`src/rtl/efr_pkg.sv`:
```
// ----------------------------------------------------------------------------
// Escaped frame receiver package
// Buffer sizing, reset values, codes and shared types.
// ----------------------------------------------------------------------------
package efr_pkg;

  localparam int BUFFER_DEPTH = 256;
  localparam int ADDR_W       = (BUFFER_DEPTH > 1) ? $clog2(BUFFER_DEPTH) : 1;
  localparam int CNT_W        = $clog2(BUFFER_DEPTH + 1);
  localparam int LEN_W        = 9;
  localparam int WIDE_W       = (CNT_W > LEN_W) ? CNT_W : LEN_W;

  localparam logic [7:0] HEADER_RESET = 8'hff;
  localparam logic [7:0] TAIL_RESET   = 8'hfe;
  localparam logic [7:0] ESCAPE_RESET = 8'hfc;

  typedef enum logic [1:0] {
    CFG_HEADER = 2'd0,
    CFG_TAIL   = 2'd1,
    CFG_ESCAPE = 2'd2,
    CFG_NONE   = 2'd3
  } cfg_index_t;

  typedef enum logic [1:0] {
    KIND_BYTE    = 2'd0,
    KIND_READ    = 2'd1,
    KIND_RELEASE = 2'd2,
    KIND_IDLE    = 2'd3
  } kind_t;

  typedef enum logic [1:0] {
    PH_HUNT = 2'd0,
    PH_DATA = 2'd1,
    PH_ESC  = 2'd2,
    PH_HELD = 2'd3
  } phase_t;

  typedef struct packed {
    logic             frame_ready;
    logic [LEN_W-1:0] frame_length;
    logic             overflow;
    logic             read_hit;
  } efr_status_t;

endpackage

```
`src/rtl/efr_ram.sv`:
```
// ----------------------------------------------------------------------------
// Generic single-port-write RAM
// One write port and one read port with a registered read.
// ----------------------------------------------------------------------------
module efr_ram #(
  parameter int WIDTH = 8,
  parameter int DEPTH = 256
) (
  input  logic                                     clk,
  input  logic                                     we,
  input  logic [((DEPTH > 1) ? $clog2(DEPTH) : 1)-1:0] waddr,
  input  logic [WIDTH-1:0]                         wdata,
  input  logic                                     re,
  input  logic [((DEPTH > 1) ? $clog2(DEPTH) : 1)-1:0] raddr,
  output logic [WIDTH-1:0]                         rdata
);

  logic [WIDTH-1:0] mem [DEPTH];
  logic [WIDTH-1:0] rdata_r;

  always_ff @(posedge clk) begin
    if (we) begin
      mem[waddr] <= wdata;
    end
    if (re) begin
      rdata_r <= mem[raddr];
    end
  end

  assign rdata = rdata_r;

endmodule

```
`src/rtl/escaped_frame_receiver.sv`:
```
// ----------------------------------------------------------------------------
// Escaped frame receiver
// Recovers one byte-stuffed frame into a payload buffer and serves reads.
// ----------------------------------------------------------------------------
// Channel  Direction  Word
// in_      slave      tuser: kind; tdata: rx_byte, read_index
// out_     master     tdata: frame_ready, frame_length, read_data, overflow
// cfg_     write      cfg_index selects header, tail or escape byte
//
// One word is accepted per cycle unless a stalled output holds the result
// stage; its result goes through the result stage to the output register.
// The payload buffer is read in the accept cycle and its data taken on s1_move.
// Reset clears phase, count and flag at once; the buffer needs no clearing.
// A stalled output holds the result stage, and in_tready drops until it moves.
// ----------------------------------------------------------------------------
module escaped_frame_receiver
  import efr_pkg::*;
(
  input  logic        clk,
  input  logic        rst_n,
  input  logic        in_tvalid,
  output logic        in_tready,
  input  logic [15:0] in_tdata,   // rx_byte [7:0], read_index [15:8]
  input  logic [1:0]  in_tuser,   // kind [1:0]
  output logic        out_tvalid,
  input  logic        out_tready,
  output logic [23:0] out_tdata,  // frame_ready [0], frame_length [9:1],
                                  // read_data [17:10], overflow [18], zero fill
  input  logic        cfg_we,
  input  logic [1:0]  cfg_index,
  input  logic [7:0]  cfg_wdata
);

  logic [7:0]       header_r, tail_r, escape_r;
  phase_t           phase_r, phase_nxt;
  logic [CNT_W-1:0] count_r, count_nxt;
  logic             ovf_r, ovf_nxt;

  logic             s1_valid_r;
  efr_status_t      s1_status_r, s1_status_nxt;
  logic             out_valid_r;
  logic [23:0]      out_data_r;

  logic             accept, s1_move;
  kind_t            kind;
  logic [7:0]       rx_byte, read_index;
  logic             store_req, do_store, room;
  logic             mem_we, mem_re;
  logic [7:0]       mem_rdata;
  logic [WIDE_W-1:0] idx_ext, count_ext, len_ext;

  assign kind       = kind_t'(in_tuser);
  assign rx_byte    = in_tdata[7:0];
  assign read_index = in_tdata[15:8];

  assign s1_move   = s1_valid_r && (!out_valid_r || out_tready);
  assign in_tready = !s1_valid_r || s1_move;
  assign accept    = in_tvalid && in_tready;

  always_ff @(posedge clk) begin
    if (!rst_n) begin
      header_r <= HEADER_RESET;
      tail_r   <= TAIL_RESET;
      escape_r <= ESCAPE_RESET;
    end else if (cfg_we) begin
      unique case (cfg_index_t'(cfg_index))
        CFG_HEADER: header_r <= cfg_wdata;
        CFG_TAIL:   tail_r   <= cfg_wdata;
        CFG_ESCAPE: escape_r <= cfg_wdata;
        default:    ;
      endcase
    end
  end

  always_comb begin
    phase_nxt = phase_r;
    if (accept) begin
      unique case (kind)
        KIND_BYTE: begin
          unique case (phase_r)
            PH_HUNT: if (rx_byte == header_r) phase_nxt = PH_DATA;
            PH_DATA: begin
              priority if (rx_byte == escape_r) phase_nxt = PH_ESC;
              else if (rx_byte == header_r)     phase_nxt = PH_DATA;
              else if (rx_byte == tail_r)       phase_nxt = PH_HELD;
              else                              phase_nxt = PH_DATA;
            end
            PH_ESC:  phase_nxt = PH_DATA;
            PH_HELD: phase_nxt = PH_HELD;
            default: phase_nxt = phase_r;
          endcase
        end
        KIND_RELEASE: phase_nxt = PH_HUNT;
        default:      phase_nxt = phase_r;
      endcase
    end
  end

  assign room = count_r < CNT_W'(BUFFER_DEPTH);

  always_comb begin
    logic restart;
    restart   = 1'b0;
    store_req = 1'b0;
    if (accept && kind == KIND_BYTE) begin
      unique case (phase_r)
        PH_HUNT: restart = (rx_byte == header_r);
        PH_DATA: begin
          restart   = (rx_byte != escape_r) && (rx_byte == header_r);
          store_req = (rx_byte != escape_r) && (rx_byte != header_r) &&
                      (rx_byte != tail_r);
        end
        PH_ESC:  store_req = 1'b1;
        default: ;
      endcase
    end
    do_store  = store_req && room;
    count_nxt = count_r;
    ovf_nxt   = ovf_r;
    if (restart) begin
      count_nxt = '0;
      ovf_nxt   = 1'b0;
    end else if (do_store) begin
      count_nxt = count_r + CNT_W'(1);
    end else if (store_req) begin
      ovf_nxt = 1'b1;
    end
  end

  assign idx_ext   = WIDE_W'(read_index);
  assign count_ext = WIDE_W'(count_r);
  assign len_ext   = WIDE_W'(count_nxt);
  assign mem_we    = do_store;
  assign mem_re    = accept && (kind == KIND_READ) && (idx_ext < count_ext);

  always_comb begin
    s1_status_nxt.frame_ready  = (phase_nxt == PH_HELD);
    s1_status_nxt.frame_length = len_ext[LEN_W-1:0];
    s1_status_nxt.overflow     = ovf_nxt;
    s1_status_nxt.read_hit     = mem_re;
  end

  efr_ram #(
    .WIDTH (8),
    .DEPTH (BUFFER_DEPTH)
  ) u_store (
    .clk   (clk),
    .we    (mem_we),
    .waddr (count_r[ADDR_W-1:0]),
    .wdata (rx_byte),
    .re    (mem_re),
    .raddr (idx_ext[ADDR_W-1:0]),
    .rdata (mem_rdata)
  );

  always_ff @(posedge clk) begin
    if (!rst_n) begin
      phase_r     <= PH_HUNT;
      count_r     <= '0;
      ovf_r       <= 1'b0;
      s1_valid_r  <= 1'b0;
      out_valid_r <= 1'b0;
    end else begin
      phase_r <= phase_nxt;
      count_r <= count_nxt;
      ovf_r   <= ovf_nxt;
      if (accept) begin
        s1_valid_r <= 1'b1;
      end else if (s1_move) begin
        s1_valid_r <= 1'b0;
      end
      if (s1_move) begin
        out_valid_r <= 1'b1;
      end else if (out_tready) begin
        out_valid_r <= 1'b0;
      end
    end
  end

  always_ff @(posedge clk) begin
    if (accept) begin
      s1_status_r <= s1_status_nxt;
    end
    if (s1_move) begin
      out_data_r <= {5'd0, s1_status_r.overflow,
                     s1_status_r.read_hit ? mem_rdata : 8'd0,
                     s1_status_r.frame_length, s1_status_r.frame_ready};
    end
  end

  assign out_tvalid = out_valid_r;
  assign out_tdata  = out_data_r;

endmodule

```
`config.mk`:
```
export PLATFORM = sky130hd
export DESIGN_NAME = escaped_frame_receiver
export DESIGN_NICKNAME = d
export VERILOG_FILES = /design/src/rtl/efr_pkg.sv /design/src/rtl/efr_ram.sv /design/src/rtl/escaped_frame_receiver.sv
export SDC_FILE = /design/constraint.sdc
export NUM_CORES = 2
export LEC_CHECK = 0
export BUFFER_PORTS_ARGS = -buffer_cell sky130_fd_sc_hd__buf_2
export CORE_AREA = 2 2 458 460
export DETAILED_ROUTE_END_ITERATION = 6
export DIE_AREA = 0 0 460 462
export PLACE_DENSITY_LB_ADDON = 0.25
export SLEW_MARGIN = 10
export SYNTH_ARGS = -nofsm -noshare
export SYNTH_HDL_FRONTEND = slang
export SYNTH_SLANG_ARGS = --single-unit
```
`constraint.sdc`:
```
create_clock -name clk -period 5.6 [get_ports clk]
set_input_delay 0.84 -clock clk [delete_from_list [all_inputs] [get_ports clk]]
set_output_delay 0.84 -clock clk [all_outputs]
set_load 0.02 [all_outputs]
```
---- Yosys cells after proc, flatten, opt, wreduce, memory -nomap -nowiden ----
Memories as Yosys holds them, arrays and structs flattened. A register that Yosys moved wholly into a read port is not among the register bits.
Index checks and enable logic that the tools add are counted.
Widths: inputs -> output; s select.
word-level totals
  register bits ........................... 69
  memory bits (writable) .................. 2048
  bits of input ports ..................... 33
  output and inout port bits .............. 26
  memories kept ........................... 1
memories
  memory       words  width  rd ports  clocked after Yosys merged registers in  write ports  RTL line       source
  u_store.mem  256    8      1         1                                        1            efr_ram.sv:18  logic [WIDTH-1:0] mem [DEPTH];
cells by class
  add/sub/neg operators ................... 1
  magnitude comparators ................... 2
  equal/unequal tests ..................... 14
  multiplexer cells ....................... 22
  reduce and logical (&&, ||, !) cells .... 21
operators with widths
  operator             count
  $eq 8x8->1           3
  $ne 8x8->1           3
  $mux 9               2
  $mux 1               11
  $eq 2x2->1 const B   5
  $mux 2               5
  $add 9x1->9 const B  1
  $logic_and 1x1->1    9
  $lt 8x9->1           1
  $lt 9x9->1 const B   1
  $pmux 2 s4           1
  $eq 2x1->1 const B   3
  $logic_not 2->1      3
  $reduce_and 2->1     3
  $pmux 1 s2           2
  $pmux 2 s2           1
  $reduce_bool 2->1    2
  $logic_not 1->1      2
  $logic_or 1x1->1     2

---- Depth between registers and ports, before layout ----
  word-level depth ........................ 10
  gate-level depth with buffers ........... 12

---- By module ----
A second synthesis with hierarchy kept.
unflattened totals
  cell total of the unflattened synthesis .. 4070
  area total of the unflattened synthesis .. 82993.3 um^2
modules (own cells, without submodules)
  module                  times used  cells each  area an instance (um^2)
  efr_ram                 1           3733        79636.4
  escaped_frame_receiver  1           337         3357.0

---- Worst setup path before layout ----
OpenSTA, ideal clock, no wires.
  kind .................................... in2reg
  start ................................... in out_tready
  end ..................................... mem u_store.mem[223][0], enable pin
  library setup time ...................... 0.370 ns
  data arrival time ....................... 3.099 ns
  required time ........................... 5.230 ns
  setup slack ............................. 2.130 ns
  stages .................................. 10
  path buffers ............................ 4
  cells stage by stage .................... nand3b_4 -> nand2_2 -> or2_1 -> buf_6 -> or3b_1 -> buf_2 -> or4_1 -> buf_2 -> buf_2 -> nor2_1
between the ends
  word-level cells in the longest chain between the ends .. 9
ends and longest elaborated chain
  element                       RTL line                       source
  start: declaration            escaped_frame_receiver.sv:26   input logic out_tready,
  $logic_or 1x1->1              escaped_frame_receiver.sv:56   assign s1_move = s1_valid_r && (!out_valid_r || out_tready);
  $logic_and 1x1->1             escaped_frame_receiver.sv:56
  $logic_or 1x1->1              escaped_frame_receiver.sv:57   assign in_tready = !s1_valid_r || s1_move;
  $logic_and 1x1->1             escaped_frame_receiver.sv:58   assign accept = in_tvalid && in_tready;
  $logic_and 1x1->1             escaped_frame_receiver.sv:105  if (accept && kind == KIND_BYTE) begin
  $mux 1                        escaped_frame_receiver.sv:105
  $logic_and 1x1->1             escaped_frame_receiver.sv:117  do_store = store_req && room;
  $mux 1                        efr_ram.sv:22                  if (we) begin
  $mux 1 (not written as such)  efr_ram.sv:23                  mem[waddr] <= wdata;
  end: declaration              efr_ram.sv:18
Every way passes these cells.

---- Worst setup path in the final report ----
  start ................................... in in_tdata[8]
  end ..................................... reg u_store.rdata_r[7] (netlist: u_store.rdata[7]) (read register of u_store.mem), data pin
between the ends
  word-level cells in the longest chain between the ends .. 2
ends and longest elaborated chain
  element             RTL line                       source
  start: declaration  escaped_frame_receiver.sv:23   input logic [15:0] in_tdata,
  $lt 8x9->1          escaped_frame_receiver.sv:134  assign mem_re = accept && (kind == KIND_READ) && (idx_ext < count_ext);
  $logic_and 1x1->1   escaped_frame_receiver.sv:134
  end: declaration    efr_ram.sv:19                  logic [WIDTH-1:0] rdata_r;
Several ways; a longest one is shown, not always the timed one.
A chain may end at the register's enable or synchronous reset.

==> run summary <==
Status: completed
Worst hold slack: 0.258 ns
R2r startpoint: out_tvalid
Slowest-stage cell, CP: a221oi_1
R2R Path End: u_store.mem[141][5]
Yosys warns: 0
Inserted Clock Buffers: 207
Total GRT Usage: 20.5%
Worst Hold End: header_r[1]
Layout cells sized above 1: 20.4%
Leak pwr: 29.0 nW
Resized Gates After CTS: 0
CP Capture Type: flop
Setup Crit Path Kind: in -> reg
Max VDD drop: 317 uV
Share of the synthesized area in the top cell type: 75.8%
Synthesis-to-layout area growth: 12.8%
Filler cell count: 17600
Wire per inst: 30.4 um
Drt first pass iters: 5
CP Data Required Time: 6.14 ns
Setup Buffers After CTS: 0
Fmax: 0.235 GHz
Crit-path most repeated cell: nor3_1
Worst R2R Setup Slack: 1.79 ns
WP buf/inv: 2
Die Ht: 462 um
Total negative slack: 0 ns
Core area: 0.208 sq mm
Worst r2r path cells: 8
ANT nets after route: 0
Post-synth EDFFs: 2087
Initial antenna violation count: 11
GP Congestion: 0.845
Crit-path cells: buf_8 -> buf_12 -> mux4_2 -> a22o_1 -> a221oi_1 -> o32ai_1 -> nor3_1 -> nor3_1
Die ar.: 0.213 sq mm
Unique cell type count in the Yosys netlist: 65
# clock sinks: 2125
Unrepaired setup endpoints after global routing: false
Drt first-iter violations: 4740
Synthesized area: 0.0826 sq mm
DRC: 0
Vias/cell: 5.83
Vias in the first global route: 41600
CTS Buffer Depth: 3
Avg Cell Area, Syn: 19.8 sq um
Vias: 42000
Die width: 460 um
Synth area leader: edfxtp_1
Sequential area share after synthesis: 76.8%
CTS tree: done
# Max-Cap Violations: 0
Final period util: 76.1%
Slew @ Worst Pin: 1.25 ns
Hold path depth: 3
Final core utilization: 44.8%
HP Start: cfg_wdata[1]
Root Buffer: clkbuf_16
Hold crit path type: in -> reg
Routed WL: 219000 um
Total global routing overflow: 0
FP Rows: 168
Post-CTS Hold Buffers: 0
Final Hold Fails: 0
Critical Path Max Stage Delay: 0.91 ns
H-tree levels: 4
Reg clk slew, reported paths: 0.06 ns
Count of state elements after synthesis: 2125
# nets final: 4360
Final setup fails: 0
Clk_lat worst skew: 0.85 ns
Synth Instances: 4173
Multi-input gate area: 0.0180 sq mm
Count of pins over their slew limit: 0
Starting Density: 39.7%
Ys async rst share: 0%
Final clock skew: 0.0249 ns
Clock period minus worst slack: 4.26 ns
Critical Path Start Type: input pin
Critical path arrival: 4.80 ns
Largest net degree at the start of global routing: 159
IO Pins: 59
IO buf count: 53
Crit path max-delay family: compound AO/OA/AOI/OAI gates
Synth Flop Type: edfxtp_1
PwrDens: 354 mW/mm^2
First-pass GRT wire length: 311000 um
Largest cells by area after synthesis: edfxtp_1 (76%), mux4_2 (11%), mux2i_1 (2.5%), a22oi_1 (1.6%), nor2_1 (1.5%)
DP HPWL: 136000 um
Slew HR: 16.5%
Worst-path fanout max: 49
Register area: 0.0634 sq mm
metal layers:
metal | part of all wire [%] | wire length (um) | vias up | track usage, %
li1 | - | - | 17400 | -
met5 | 0.012 | 27 | - | 0
met3 | 7.8 | 17200 | 274 | 3.64
met4 | 2.2 | 4830 | 4 | 5.28
met1 | 44 | 96400 | 22400 | 30.5
met2 | 46 | 101000 | 1901 | 31.4
where the power goes:
part	switching, W	total [W]	internal (W)
Combinational	0.00103	0.00154	0.000507
Sequential	0.0000166	0.0175	0.0175
Clock	0.00596	0.0139	0.00796
Total	0.00701	0.0330	0.0259
state kept, by name, summed over array words and instances (netlist names):
| name | cells |
|---|---|
| out_tdata | 19 |
| tail_r | 8 |
| s1_status_r | 12 |
| s1_valid_r | 1 |
| header_r | 8 |
| ovf_r | 1 |
| phase_r | 2 |
| count_ext | 9 |
| escape_r | 8 |
| out_tvalid | 1 |
| u_store.rdata | 8 |
| u_store.mem | 2048 |
cell usage in the layout (no fill, tap or decap), drive strengths merged, types with 14 or more instances in the layout:
| cell | count |
|---|---|
| nor2 | 329 |
| clkinvlp | 14 |
| and2 | 18 |
| o21ai | 32 |
| dfxtp | 38 |
| mux2i | 205 |
| inv | 24 |
| nor4 | 27 |
| buf | 180 |
| a22oi | 172 |
| o22ai | 18 |
| nor3 | 33 |
| a221oi | 18 |
| mux4 | 408 |
| nand2 | 119 |
| bufinv | 23 |
| xor2 | 24 |
| clkinv | 87 |
| edfxtp | 2087 |
| nand3 | 67 |
| ha | 15 |
| a21oi | 109 |
| o221ai | 35 |
| clkbuf | 251 |
cell usage after synthesis, types with 11 or more instances:
master / n
o22ai_1: 18
ha_1: 15
mux4_2: 408
inv_1: 16
nand2_1: 118
o21ai_0: 32
dfxtp_1: 38
buf_4: 38
buf_2: 80
edfxtp_1: 2087
a22oi_1: 172
and2_1: 18
nor3_1: 32
a221oi_1: 18
clkbuf_1: 109
a21oi_1: 109
mux2i_1: 205
nor4_1: 27
nand3_1: 59
a21boi_0: 12
buf_1: 23
xor2_1: 24
a22o_1: 11
o221ai_1: 35
a31oi_1: 13
nor2_1: 329
per-stage QoR:
step | cells | area (sq um) | total power [W] | setup WS (ns)
final | 7207 | 93200 | 0.0330 | 1.34
after global routing | 7206 | 93200 | 0.0338 | 1.40
after detailed placement | 6823 | 86400 | 0.0194 | 0.516
after floorplan | 4177 | 82700 | 0.0186 | 2.13
after global placement | 6823 | 86400 | 0.0194 | 0.481
after CTS | 7206 | 93200 | 0.0332 | 1.42
worst register-to-register path, stage by stage, from the launching register on:
cell and delay (ns):
dfxtp_1 0.34, nand3b_4 0.10, nand2_2 0.07, or2_1 0.31, or3b_1 0.51, nor3_4 0.25, buf_4 0.34, nand3_4 0.60
nor2_1 0.92
layout make-up:
type                            count  share of cell area (%)
Timing Repair Buffer              180                    1.64
Sequential cell                  2125                    68.1
Multi-Input combinational cell   1782                    19.3
Antenna cell                        1                 0.00269
Inverter                           16                  0.0644
Clock inverter                    132                    1.42
Tap cell                         2720                    3.65
Clock buffer                      251                    5.83
how the worst max path moves through the flow:
stage	slack, ns	from	endpoint	depth (start not counted)
CTS	1.42	in_tdata[8]	u_store.rdata[7]	8
detailed placement	0.52	in_tdata[8]	u_store.rdata[7]	8
finish	1.34	in_tdata[8]	u_store.rdata[7]	8
global route	1.40	in_tdata[8]	u_store.rdata[7]	8
global placement	0.48	in_tdata[8]	u_store.rdata[2]	8
floorplan	2.13	out_tready	u_store.mem[223][0]	10
logic make-up (layout without fill, tap and decap cells):
| kind of cell | after synthesis | in the layout | share of synthesized area, % |
|---|---|---|---|
| AND/OR/NAND/NOR | 657 | 657 | 3.69 |
| buffers and inverters | 270 | 579 | 1.56 |
| XOR/XNOR | 31 | 31 | 0.329 |
| AO/OA/AOI/OAI | 461 | 461 | 3.84 |
| adder cells (fa/ha/maj) | 15 | 15 | 0.227 |
| multiplexers | 613 | 613 | 13.6 |
| other | 1 | 6 | 0.00454 |
| flip-flops | 2125 | 2125 | 76.8 |
Power figures use the tool's default switching activity.
